==> src/hdl/assert_macros.svh <==
// Assertion macros shared by the RTL files that check their own logic.
// Depends on nothing; the using module must have signals named clock and reset.
`ifndef ASSERT_MACROS_SVH
`define ASSERT_MACROS_SVH

// Check that the consequent holds in the same cycle as the antecedent.
`define ASSERT_SAME(label, ante, cons) \
   label: assert property (@(posedge clock) disable iff (reset) (ante) |-> (cons)) \
      else $error("assertion failed");

// Check that the consequent holds in the cycle after the antecedent.
`define ASSERT_NEXT(label, ante, cons) \
   label: assert property (@(posedge clock) disable iff (reset) (ante) |=> (cons)) \
      else $error("assertion failed");

`endif

==> src/hdl/psr_pkg.sv <==
// Shared types and constants for the palette sprite row renderer.
// Depends on nothing; used by psr_palette, psr_position and the top level.
`default_nettype none

package psr_pkg;

   localparam int PAL_ENTRIES = 256;
   localparam int PAL_AW      = $clog2(PAL_ENTRIES);
   localparam int MAX_WIDTH   = 240;
   localparam int MAX_HEIGHT  = 135;

   localparam logic FUNC_PALETTE = 1'b0;
   localparam logic FUNC_PIXEL   = 1'b1;

   typedef enum logic [2:0] {
      CSR_ORIGIN_X      = 3'd0,
      CSR_ORIGIN_Y      = 3'd1,
      CSR_SPRITE_WIDTH  = 3'd2,
      CSR_SPRITE_HEIGHT = 3'd3,
      CSR_TRANSPARENT   = 3'd4,
      CSR_FLIP          = 3'd5
   } csr_index_type;

   typedef struct packed {
      logic signed [15:0] origin_x;
      logic signed [15:0] origin_y;
      logic [7:0]         sprite_width;
      logic [7:0]         sprite_height;
      logic [7:0]         transparent_index;
      logic               flip_horizontal;
   } cfg_type;

   typedef struct packed {
      logic signed [16:0] screen_x;
      logic signed [16:0] screen_y;
   } pos_type;

endpackage

`default_nettype wire

==> src/hdl/psr_req_if.sv <==
// Request and response channel interfaces of the palette sprite row renderer.
// Depends on nothing; one word per valid and ready handshake.
`default_nettype none

interface psr_req_if;
   logic        valid;
   logic        ready;
   logic        func;
   logic [7:0]  palette_slot;
   logic [15:0] palette_color;
   logic [7:0]  pixel_index;

   modport source (output valid, func, palette_slot, palette_color, pixel_index,
                   input ready);
   modport sink   (input valid, func, palette_slot, palette_color, pixel_index,
                   output ready);
endinterface

interface psr_rsp_if;
   logic               valid;
   logic               ready;
   logic signed [16:0] screen_x;
   logic signed [16:0] screen_y;
   logic [15:0]        color;

   modport source (output valid, screen_x, screen_y, color, input ready);
   modport sink   (input valid, screen_x, screen_y, color, output ready);
endinterface

`default_nettype wire

==> src/hdl/psr_palette.sv <==
// Palette store: one write and one registered read per cycle, with per-entry
// valid bits so that unwritten entries read as zero. Depends on psr_pkg.
`default_nettype none

module psr_palette (
   input  wire logic                       clock,
   input  wire logic                       reset,
   input  wire logic                       wr_en,
   input  wire logic [7:0]                 wr_slot,
   input  wire logic [15:0]                wr_color,
   input  wire logic                       rd_en,
   input  wire logic [7:0]                 rd_slot,
   output logic      [15:0]                rd_color
);

   logic [15:0]                        mem [psr_pkg::PAL_ENTRIES];
   logic [psr_pkg::PAL_ENTRIES-1:0]    valid_ff;
   logic [15:0]                        rdata_ff;
   logic                               rvalid_ff;
   logic                               wr_hit;
   logic                               rd_hit;

   assign wr_hit = wr_en && ({1'b0, wr_slot} < 9'(psr_pkg::PAL_ENTRIES));
   assign rd_hit = {1'b0, rd_slot} < 9'(psr_pkg::PAL_ENTRIES);

   always_ff @(posedge clock) begin
      if (wr_hit) begin
         mem[wr_slot[psr_pkg::PAL_AW-1:0]] <= wr_color;
      end
      if (rd_en) begin
         rdata_ff <= mem[rd_slot[psr_pkg::PAL_AW-1:0]];
      end
   end

   always_ff @(posedge clock) begin
      if (reset) begin
         valid_ff  <= '0;
         rvalid_ff <= 1'b0;
      end else begin
         if (wr_hit) begin
            valid_ff[wr_slot[psr_pkg::PAL_AW-1:0]] <= 1'b1;
         end
         if (rd_en) begin
            rvalid_ff <= rd_hit && valid_ff[rd_slot[psr_pkg::PAL_AW-1:0]];
         end
      end
   end

   // out-of-range and never-written entries read as zero
   assign rd_color = rvalid_ff ? rdata_ff : 16'd0;

endmodule

`default_nettype wire

==> src/hdl/psr_position.sv <==
// Column and row counters with the screen coordinate of the current pixel.
// Depends on psr_pkg.
`default_nettype none

module psr_position (
   input  wire logic             clock,
   input  wire logic             reset,
   input  wire psr_pkg::cfg_type cfg,
   input  wire logic             advance,
   output psr_pkg::pos_type      pos
);

   logic [7:0] col_ff, col_in;
   logic [7:0] row_ff, row_in;
   logic [7:0] w, h;
   logic [7:0] col, row, disp;
   logic [8:0] row_wrap, col_inc, row_inc;

   always_comb begin
      if (cfg.sprite_width == 8'd0) begin
         w = 8'd1;
      end else if (int'(cfg.sprite_width) > psr_pkg::MAX_WIDTH) begin
         w = 8'(psr_pkg::MAX_WIDTH);
      end else begin
         w = cfg.sprite_width;
      end
      if (cfg.sprite_height == 8'd0) begin
         h = 8'd1;
      end else if (int'(cfg.sprite_height) > psr_pkg::MAX_HEIGHT) begin
         h = 8'(psr_pkg::MAX_HEIGHT);
      end else begin
         h = cfg.sprite_height;
      end

      // geometry may have shrunk mid-frame: start a fresh row or frame
      col      = col_ff;
      row_wrap = {1'b0, row_ff};
      if (col_ff >= w) begin
         col      = 8'd0;
         row_wrap = {1'b0, row_ff} + 9'd1;
      end
      row = (row_wrap >= {1'b0, h}) ? 8'd0 : row_wrap[7:0];

      disp = cfg.flip_horizontal ? (w - 8'd1 - col) : col;

      pos.screen_x = $signed({cfg.origin_x[15], cfg.origin_x}) + $signed({9'd0, disp});
      pos.screen_y = $signed({cfg.origin_y[15], cfg.origin_y}) + $signed({9'd0, row});

      col_inc = {1'b0, col} + 9'd1;
      row_inc = {1'b0, row} + 9'd1;
      col_in  = col_inc[7:0];
      row_in  = row;
      if (col_inc >= {1'b0, w}) begin
         col_in = 8'd0;
         row_in = (row_inc >= {1'b0, h}) ? 8'd0 : row_inc[7:0];
      end
   end

   always_ff @(posedge clock) begin
      if (reset) begin
         col_ff <= 8'd0;
         row_ff <= 8'd0;
      end else if (advance) begin
         col_ff <= col_in;
         row_ff <= row_in;
      end
   end

endmodule

`default_nettype wire

==> src/hdl/palette_sprite_row_render_core.sv <==
// Palette sprite row renderer: top level with configuration registers,
// palette read stage and output register. Depends on psr_pkg, the channel
// interfaces, psr_palette, psr_position and assert_macros.svh.
//
// Usage: req_port carries one word per handshake. func low writes
// palette_color into palette entry palette_slot and gives no response.
// func high delivers the next sprite pixel index in source row order; an
// opaque index gives one rsp_port word with screen_x, screen_y and color,
// a transparent index gives none but still advances the position.
// Configuration is written on csr_we with csr_index and csr_wdata; the user
// writes it only while no word is in flight, as the block does not enforce it.
// An opaque pixel goes through the read stage and the output register to
// rsp_port. Throughput: one word per cycle unless stalled, set by the
// single palette read port and the one add per coordinate ahead of the
// read stage. When the receiver stalls, words are still taken until an
// opaque pixel waits in the read stage; then req_port.ready drops until
// rsp_port.ready returns and the output register can move on.
// Reset clears the counters, the palette valid bits (every entry reads
// as zero) and the configuration to origin 0, 240 by 135, key 0, no flip.
`default_nettype none
`include "assert_macros.svh"

module palette_sprite_row_render_core (
   input  wire logic        clock,
   input  wire logic        reset,
   psr_req_if.sink          req_port,
   psr_rsp_if.source        rsp_port,
   input  wire logic        csr_we,
   input  wire logic [2:0]  csr_index,
   input  wire logic [15:0] csr_wdata
);

   psr_pkg::cfg_type cfg_ff;
   psr_pkg::pos_type pos;
   psr_pkg::pos_type s1_pos_ff;
   logic             s1_valid_ff;
   logic             out_valid_ff;
   logic signed [16:0] out_x_ff;
   logic signed [16:0] out_y_ff;
   logic [15:0]      out_color_ff;
   logic [15:0]      rd_color;
   logic             accept;
   logic             take_pixel;
   logic             emit;
   logic             out_free;
   logic             s1_move;

   // configuration registers
   always_ff @(posedge clock) begin
      if (reset) begin
         cfg_ff.origin_x          <= 16'sd0;
         cfg_ff.origin_y          <= 16'sd0;
         cfg_ff.sprite_width      <= 8'd240;
         cfg_ff.sprite_height     <= 8'd135;
         cfg_ff.transparent_index <= 8'd0;
         cfg_ff.flip_horizontal   <= 1'b0;
      end else if (csr_we) begin
         unique case (psr_pkg::csr_index_type'(csr_index))
            psr_pkg::CSR_ORIGIN_X:      cfg_ff.origin_x          <= csr_wdata;
            psr_pkg::CSR_ORIGIN_Y:      cfg_ff.origin_y          <= csr_wdata;
            psr_pkg::CSR_SPRITE_WIDTH:  cfg_ff.sprite_width      <= csr_wdata[7:0];
            psr_pkg::CSR_SPRITE_HEIGHT: cfg_ff.sprite_height     <= csr_wdata[7:0];
            psr_pkg::CSR_TRANSPARENT:   cfg_ff.transparent_index <= csr_wdata[7:0];
            psr_pkg::CSR_FLIP:          cfg_ff.flip_horizontal   <= csr_wdata[0];
            default: ;
         endcase
      end
   end

   assign out_free       = !out_valid_ff || rsp_port.ready;
   assign s1_move        = s1_valid_ff && out_free;
   assign req_port.ready = !s1_valid_ff || out_free;
   assign accept         = req_port.valid && req_port.ready;
   assign take_pixel     = accept && (req_port.func == psr_pkg::FUNC_PIXEL);
   assign emit           = take_pixel && (req_port.pixel_index != cfg_ff.transparent_index);

   psr_palette u_palette (
      .clock    (clock),
      .reset    (reset),
      .wr_en    (accept && (req_port.func == psr_pkg::FUNC_PALETTE)),
      .wr_slot  (req_port.palette_slot),
      .wr_color (req_port.palette_color),
      .rd_en    (take_pixel),
      .rd_slot  (req_port.pixel_index),
      .rd_color (rd_color)
   );

   psr_position u_position (
      .clock   (clock),
      .reset   (reset),
      .cfg     (cfg_ff),
      .advance (take_pixel),
      .pos     (pos)
   );

   // read stage: holds while the output register is stalled
   always_ff @(posedge clock) begin
      if (reset) begin
         s1_valid_ff <= 1'b0;
      end else if (accept) begin
         s1_valid_ff <= emit;
      end else if (s1_move) begin
         s1_valid_ff <= 1'b0;
      end
   end

   always_ff @(posedge clock) begin
      if (take_pixel) begin
         s1_pos_ff <= pos;
      end
   end

   // output register
   always_ff @(posedge clock) begin
      if (reset) begin
         out_valid_ff <= 1'b0;
      end else if (out_free) begin
         out_valid_ff <= s1_valid_ff;
      end
   end

   always_ff @(posedge clock) begin
      if (s1_move) begin
         out_x_ff     <= s1_pos_ff.screen_x;
         out_y_ff     <= s1_pos_ff.screen_y;
         out_color_ff <= rd_color;
      end
   end

   assign rsp_port.valid    = out_valid_ff;
   assign rsp_port.screen_x = out_x_ff;
   assign rsp_port.screen_y = out_y_ff;
   assign rsp_port.color    = out_color_ff;

   `ASSERT_SAME(a_full_blocks_req, s1_valid_ff && out_valid_ff && !rsp_port.ready, !req_port.ready)
   `ASSERT_NEXT(a_accept_loads_s1, accept, s1_valid_ff == $past(emit))
   `ASSERT_NEXT(a_s1_drains, s1_valid_ff && !out_valid_ff, out_valid_ff)

endmodule

`default_nettype wire
==> src/flat_wrapper.sv <==
// flat-port wrapper written by rule: the top's interface ports become plain ports
module palette_sprite_row_render_core_flat 
  (clock, reset, csr_we, csr_index, csr_wdata, req_port_valid, req_port_func, req_port_palette_slot, req_port_palette_color, req_port_pixel_index, req_port_ready, rsp_port_valid, rsp_port_screen_x, rsp_port_screen_y, rsp_port_color, rsp_port_ready);
  psr_req_if req_port_i ();
  psr_rsp_if rsp_port_i ();
  input  wire logic clock;
  input  wire logic reset;
  input  wire logic csr_we;
  input  wire logic [2:0] csr_index;
  input  wire logic [15:0] csr_wdata;
  input wire logic [$bits(req_port_i.valid)-1:0] req_port_valid;
  input wire logic [$bits(req_port_i.func)-1:0] req_port_func;
  input wire logic [$bits(req_port_i.palette_slot)-1:0] req_port_palette_slot;
  input wire logic [$bits(req_port_i.palette_color)-1:0] req_port_palette_color;
  input wire logic [$bits(req_port_i.pixel_index)-1:0] req_port_pixel_index;
  output wire logic [$bits(req_port_i.ready)-1:0] req_port_ready;
  output wire logic [$bits(rsp_port_i.valid)-1:0] rsp_port_valid;
  output wire logic [$bits(rsp_port_i.screen_x)-1:0] rsp_port_screen_x;
  output wire logic [$bits(rsp_port_i.screen_y)-1:0] rsp_port_screen_y;
  output wire logic [$bits(rsp_port_i.color)-1:0] rsp_port_color;
  input wire logic [$bits(rsp_port_i.ready)-1:0] rsp_port_ready;
  assign req_port_i.valid = req_port_valid;
  assign req_port_i.func = req_port_func;
  assign req_port_i.palette_slot = req_port_palette_slot;
  assign req_port_i.palette_color = req_port_palette_color;
  assign req_port_i.pixel_index = req_port_pixel_index;
  assign req_port_ready = req_port_i.ready;
  assign rsp_port_valid = rsp_port_i.valid;
  assign rsp_port_screen_x = rsp_port_i.screen_x;
  assign rsp_port_screen_y = rsp_port_i.screen_y;
  assign rsp_port_color = rsp_port_i.color;
  assign rsp_port_i.ready = rsp_port_ready;
  palette_sprite_row_render_core u_core (.clock(clock), .reset(reset), .req_port(req_port_i), .rsp_port(rsp_port_i), .csr_we(csr_we), .csr_index(csr_index), .csr_wdata(csr_wdata));
endmodule
==> config.mk <==
export PLATFORM = sky130hd
export DESIGN_NAME = palette_sprite_row_render_core_flat
export DESIGN_NICKNAME = d
export VERILOG_FILES = /design/src/hdl/psr_pkg.sv /design/src/hdl/psr_req_if.sv /design/src/hdl/psr_palette.sv /design/src/hdl/psr_position.sv /design/src/hdl/palette_sprite_row_render_core.sv /design/src/flat_wrapper.sv
export VERILOG_INCLUDE_DIRS = /design/src /design/src/hdl
export SDC_FILE = /design/constraint.sdc
export NUM_CORES = 2
export LEC_CHECK = 0
export BUFFER_PORTS_ARGS = -buffer_cell sky130_fd_sc_hd__buf_4
export CAP_MARGIN = 10
export CORE_MARGIN = 2
export CORE_UTILIZATION = 55
export CTS_BUF_LIST = sky130_fd_sc_hd__clkbuf_4
export DETAILED_ROUTE_END_ITERATION = 12
export PLACE_DENSITY = 0.72
export RECOVER_POWER = 50
export SLEW_MARGIN = 10
export SYNTH_ARGS = -nofsm -noshare
export SYNTH_HDL_FRONTEND = slang
export SYNTH_SLANG_ARGS = --single-unit
export TNS_END_PERCENT = 100
==> constraint.sdc <==
create_clock -name clock -period 7.27 [get_ports clock]
set_input_delay 1.0905 -clock clock [delete_from_list [all_inputs] [get_ports clock]]
set_output_delay 1.0905 -clock clock [all_outputs]
set_load 0.01 [all_outputs]
Word-level counts from Yosys, hierarchy flattened
Memories as Yosys holds them, arrays and structs flattened. A register that Yosys moved wholly into a read port is not among the register bits.
Index checks and enable logic that the tools add are counted.
Storage, ports and cells
  flip-flop bits (word level): 416
  bits in writable memories: 4096
  input port bits: 57
  memories kept: 1
Memories
  u_core.u_palette.mem: depth 256, width 16, read ports 1, clocked after Yosys merged registers in 1, write ports 1, RTL line psr_palette.sv:16  | logic [15:0] mem [psr_pkg::PAL_ENTRIES];
Cells by class
  add/subtract/negate cells: 7
  $lt $le $gt $ge: 9
  eq/ne operators: 6
  mux-type cells: 19
  bitwise gates (word level): 2
  reductions and logical operators: 20
Operators with widths (count)
  256-bit OR: 1
  8-bit 2-to-1 mux: 10
  16-bit by 9-bit adder with 17-bit output: 2
  8-bit by 1-bit adder with 9-bit output, second input constant: 3
  9-bit by 8-bit >= comparator with 1-bit output: 3
  8-bit by 9-bit < comparator with 1-bit output, second input constant: 2
  8-bit > comparator, second input constant: 2
  8-bit logical NOT: 2
  2-bit AND reduction: 6
  9-bit 2-to-1 mux: 1
  1-bit binary-select mux with 8-bit select: 1
  1-bit demux with 8-bit select: 1
  8-bit by 1-bit >= comparator with 1-bit output, second input constant: 1
  8-bit >= comparator: 1
  8-bit != test: 1
  8-bit by 1-bit subtractor with 8-bit output, second input constant: 1
  8-bit subtractor: 1
  3-bit by 2-bit == test with 1-bit output, second input constant: 2
  3-bit == test, second input constant: 2
  1-bit logical AND: 6
  1-bit 2-to-1 mux: 6
  3-bit by 1-bit == test with 1-bit output, second input constant: 1
  3-bit logical NOT: 1
  1-bit logical NOT: 2
  3 further kinds: 4

Longest topological paths before layout
  depth after elaboration: 11
  depth in mapped cells: 28

Modules after synthesis
From an unflattened synthesis, not the netlist that was laid out.
Second synthesis, totals
  cell total of the unflattened synthesis: 8543
  area, all modules: 173188.6 µm²
Modules (own cells, without submodules)
  psr_palette: instances 1, cells an instance 7736, area each 165037.0 µm², seq. area each 128623.4 µm²
  palette_sprite_row_render_core: instances 1, cells an instance 355, area each 4785.8 µm², seq. area each 3703.6 µm²
  psr_position: instances 1, cells an instance 452, area each 3365.7 µm², seq. area each 320.3 µm²

Least setup slack after synthesis
OpenSTA, ideal clock, no wires.
  kind: register -> register
  start: register u_core.cfg_ff[18] (netlist bit)
  end: register u_core.u_position.row_ff[4]
  library setup time: 0.095 ns
  data arrival time: 6.053 ns
  required time: 7.175 ns
  slack: 1.122 ns
  cell stages (with the launch flop): 29
  buffers on the path: 2
  period minus slack after synthesis: 6.148 ns
  path through: dfxtp_1 nor4_1 a31oi_1 nor2_1 ha_1 nand2b_1 a2111o_1 a211o_1 clkbuf_1 nand4_1 xor2_1 inv_1 ha_1 a211oi_1 o21ai_0 o221ai_1 o211ai_1 clkbuf_1 nor2_1 ha_1 nand2b_1 a21o_1 a21o_1 a211o_1 a21oi_1 o21ai_0 a311oi_2 a22oi_1 a211oi_1
Between the ends
  word-level cells in the longest chain between the ends: 11
RTL lines
  start: declaration: RTL line palette_sprite_row_render_core.sv:33  | psr_pkg::cfg_type cfg_ff;
  8-bit > comparator: RTL line psr_position.sv:22  | end else if (int'(cfg.sprite_width) > psr_pkg::MAX_WIDTH) begin
  8-bit 2-to-1 mux: RTL line psr_position.sv:22
  8-bit 2-to-1 mux *: RTL line psr_position.sv:20  | if (cfg.sprite_width == 8'd0) begin
  8-bit >= comparator: RTL line psr_position.sv:38  | if (col_ff >= w) begin
  9-bit 2-to-1 mux: RTL line psr_position.sv:38
  9-bit by 8-bit >= comparator with 1-bit output: RTL line psr_position.sv:42  | row = (row_wrap >= {1'b0, h}) ? 8'd0 : row_wrap[7:0];
  8-bit 2-to-1 mux: RTL line psr_position.sv:42
  8-bit by 1-bit adder with 9-bit output: RTL line psr_position.sv:50  | row_inc = {1'b0, row} + 9'd1;
  9-bit by 8-bit >= comparator with 1-bit output: RTL line psr_position.sv:55  | row_in = (row_inc >= {1'b0, h}) ? 8'd0 : row_inc[7:0];
  8-bit 2-to-1 mux: RTL line psr_position.sv:55
  8-bit 2-to-1 mux *: RTL line psr_position.sv:53  | if (col_inc >= {1'b0, w}) begin
  end signal: assignment: RTL line psr_position.sv:65  | row_ff <= row_in;
  end: declaration: RTL line psr_position.sv:14  | logic [7:0] row_ff, row_in;
Every way passes the cells marked *; elsewhere a longest branch is shown, timed or not.
A chain may end at the register's enable or synchronous reset.

Worst setup path in the final report
  start: input req_port_palette_color[14]
  end: memory u_core.u_palette.mem[234][14], data pin
RTL lines
  start: declaration: RTL line flat_wrapper.sv:14  | input wire logic [$bits(req_port_i.palette_color)-1:0] req_port_palette_color;
  end: declaration: RTL line psr_palette.sv:16
Straight into the memory's write port.

==> summary.txt <==
Global route
  • Grt met2 use: 40.2%
  • GR Util met3: 6.78%
  • Busiest layer in global routing: met2
  • Met1 Use GR: 37.4%
  • Largest net degree at the start of global routing: 195
  • Initial antenna violation count: 22
  • GRT Residual Overflow: 0
  • First-pass GRT wire length: 604000 um
  • Vias in the first global route: 89.2k
  • Global Route Usage Sum: 26.3%

CTS
  • CTS clock-pin slew for the worst setup and hold paths: 0.07 ns
  • H-Tree Depth: 7
  • CTS Buffer Depth: 5
  • Num CTS Buffers: about 1.2k
  • CTS tree: done
  • Root Buffer: clkbuf_4
  • Post-cts sizing count: 0
  • Clk_lat worst skew: 1.62 ns
  • Clk sink count: 4528

Worst setup path
  • Critical Path Max Stage Delay: 3.11 ns
  • WP buf/inv: 3
  • Element type at the critical path end: flop
  • CP arrival: 7.45 ns
  • Startpoint types: primary input
  • Crit-path cells: dlygate4sd3_1, clkbuf_1, clkbuf_2
  • Setup CP Type: primary input to flop
  • CP max FO: ~190
  • CP max stage cell: clkbuf_2
  • Top Family by Delay on Critical Path: buffers and inverters
  • Req. time, crit path: ~8.0 ns

Finish
  • Share of cells above drive strength 1: 38.1%
  • Multi-input gate area: 0.0397 sq mm
  • Nets: just over 9k
  • Reg area: 0.133 sq mm
  • Area grow syn2layout: 13.1%
  • Most common cell after layout, fill and taps aside: edfxtp_1
  • FILL cells: 21.4k
  • Most frequent cells in the layout: edfxtp_1 (4196), clkbuf_4 (1731), mux4_2 (1445)
  • Design area: around 0.20 sq mm
  • Final core occ: between 60% and 70%

Power and ir drop
  • Psw: 11500 uW
  • Seq pwr share: 54.4%
  • Total Power: about 53000 uW
  • Int Pwr: 41100 uW
  • Leak Pwr: 0.0637 uW
  • Sw frac: 21.8%
  • Worst VDD drop: ~0.00018 V
  • Comb power frac: 4.9%
  • Clock power share: between 40 and 50%
  • PwrDens: 267 mW/mm^2

Timing
  • Worst rel slew slack: -354%
  • RSZ-0062 raised after global routing: no
  • Final Max Tran Viols: approximately 3.6k
  • Fin worst setup slack: 0.583 ns
  • Tcrit/Tclk final: 92.0%
  • Setup violators final: 0
  • Tightest Pin Transition: 6.81 ns
  • Post-layout min period: 6.69 ns
  • Skew final: ~0.14 ns
  • Final hold vios: 0
  • TNS Setup: 0 ns
  • Maximum clock rate: 150 MHz

Synthesis
  • Ys async rst share: 0%
  • Post-synth top flop: edfxtp_1
  • Number of synthesized flops with an enable pin: between 4k and 5k
  • Ys Warns: 0
  • Synth Area in Compound Gates: 0.780%
  • Mapped Avg Cell Area: between 20 and 25 sq um
  • Largest family of logic cells by synthesized area: multiplexers
  • Post-synthesis simple-gate area fraction: 2.48%
  • Mapped Area: about 0.17 sq mm
  • Post-synthesis xor/xnor area fraction: less than 1%
  • Number of synthesized register bits: between 4k and 5k
  • Post-Synth Adder-Cell Area: 0.431%
  • Portion of netlist area occupied by mux cells: 18.7%
  • Synth unique cells: 55
  • Syn Inst Count: 7819
  • Register area share after synthesis: between 70% and 80%
  • Synthesized Nets: 7934

Placement
  • Placer Congestion: 0.827
  • Pre-CTS setup slack: about 0.6 ns
  • Port-buffer cells: approximately 110
  • Area after DPL: about 0.18 sq mm
  • HPWL Detailed: 242000 um

Floorplan
  • Die ar.: roughly 0.32 sq mm
  • Die width: 566 um
  • Site Rows: 206
  • Core area: about 0.31 sq mm
  • Num ports: 109
  • Die Span Y: 566 um
  • Initial Utilization: 55.2%

Drt
  • Remaining DRCs: 0
  • Final ANT Viol Nets: 0
  • Vias/cell: 6.21
  • Total number of vias: between 80k and 90k
  • DRT Wirelength: 416000 um
  • WL per Instance: 29.4 um
  • Initial DRC count: 11.0k
  • DRT Pass-1 Iters: 6

Flow run
  • Max Cap Violations: 39

Status
  • Status: complete, but fails checks
  • Violated checks: capacitance limit, slew limit

Hold path
  • Hold Path Class: primary input to flop
==> stage by stage <==
stage / hold WS, ns / std cells
2_1_floorplan: 0.400 / 7819
3_3_place_gp: 0.401 / 12100
3_5_place_dp: 0.405 / 12100
4_1_cts: 0.00460 / 14100
5_1_grt: 0.178 / 14100
6_report: 0.262 / 14100
==> path summary, 6_finish.rpt <==
kind	depth (start not counted)	from	slack [ns]	end
worst max-delay path	3	req_port_palette_color[14]	0.58	u_core.u_palette.mem[234][14]
worst min-delay path	2	req_port_pixel_index[5]	0.26	u_core.u_palette.rdata_ff[0]
worst max register to register	27	u_core.cfg_ff[18]	0.75	u_core.u_position.row_ff[4]
worst min register to register	0	u_core.s1_pos_ff[0]	0.39	u_core.rsp_port.screen_y[0]
==> timing repair <==
action,4_1_cts,5_1_grt
setup endpoints to repair,0,3
endpoints found under the hold margin,413,0
hold buffers,51,0
buffers inserted,0,1
==> power by group through the flow <==
stage | Combinational (uW) | Clock (uW) | Sequential [uW]
floorplan | 1390 | 0 | 29100
detailed placement | 2600 | 0 | 29100
CTS | 2620 | 21900 | 28500
global placement | 2540 | 0 | 29100
finish | 2600 | 21400 | 28600
global route | 2710 | 23300 | 28600
==> sequential cells by signal (all words and copies together), names as in the netlist <==
signal                      flops
u_core.u_palette.mem         4096
u_core.u_palette.valid_ff     256
u_core.cfg_ff                  57
u_core.s1_pos_ff               34
u_core.rsp_port.screen_x       17
u_core.rsp_port.screen_y       17
u_core.rsp_port.color          16
u_core.u_palette.rdata_ff      16
u_core.u_position.col_ff        8
u_core.u_position.row_ff        8
u_core.rsp_port.valid           1
u_core.s1_valid_ff              1
u_core.u_palette.rvalid_ff      1
==> routing by layer <==
| layer | vias up | part of all wire (%) |
|---|---|---|
| met5 | - | 0.0062 |
| met1 | 46000 | 39 |
| met4 | 4 | 2.4 |
| met2 | 5251 | 48 |
| li1 | 36000 | - |
| met3 | 578 | 10 |
==> Yosys cell counts (all sizes together) (8+ instances only) <==
cell / instances / area (sq um)
a21oi: 82 / 414
and2: 23 / 144
and3: 9 / 56.3
buf: 162 / 763
clkbuf: 256 / 961
dfxtp: 332 / 6650
edfxtp: 4196 / 126000
ha: 56 / 701
inv: 30 / 113
mux4: 1445 / 32500
nand2: 197 / 739
nand3: 33 / 165
nand3b: 10 / 75.1
nand4: 11 / 68.8
nor2: 751 / 2820
nor2b: 12 / 75.1
nor3: 15 / 75.1
o21ai: 24 / 120
o21ba: 30 / 300
o21bai: 8 / 60.1
xnor2: 40 / 350
xor2: 20 / 175
==> logic make-up after synthesis <==
kind of cell    after synthesis
flops                      4528
mux                        1449
simple gates               1075
buf+inv                     448
compound gates              200
xor+xnor                     60
fa+ha+maj                    59
==> cell type report <==
cell class	instances	share of cell area, %
antenna	30	0.0381
clock buffer	1729	6.59
clock inverter	258	0.781
inverter	30	0.0572
multi-input combinational	2843	20.2
sequential	4528	67.4
tap	4160	2.64
timing repair buffer	556	2.35
No activity file was read; power rests on OpenSTA's default activity.
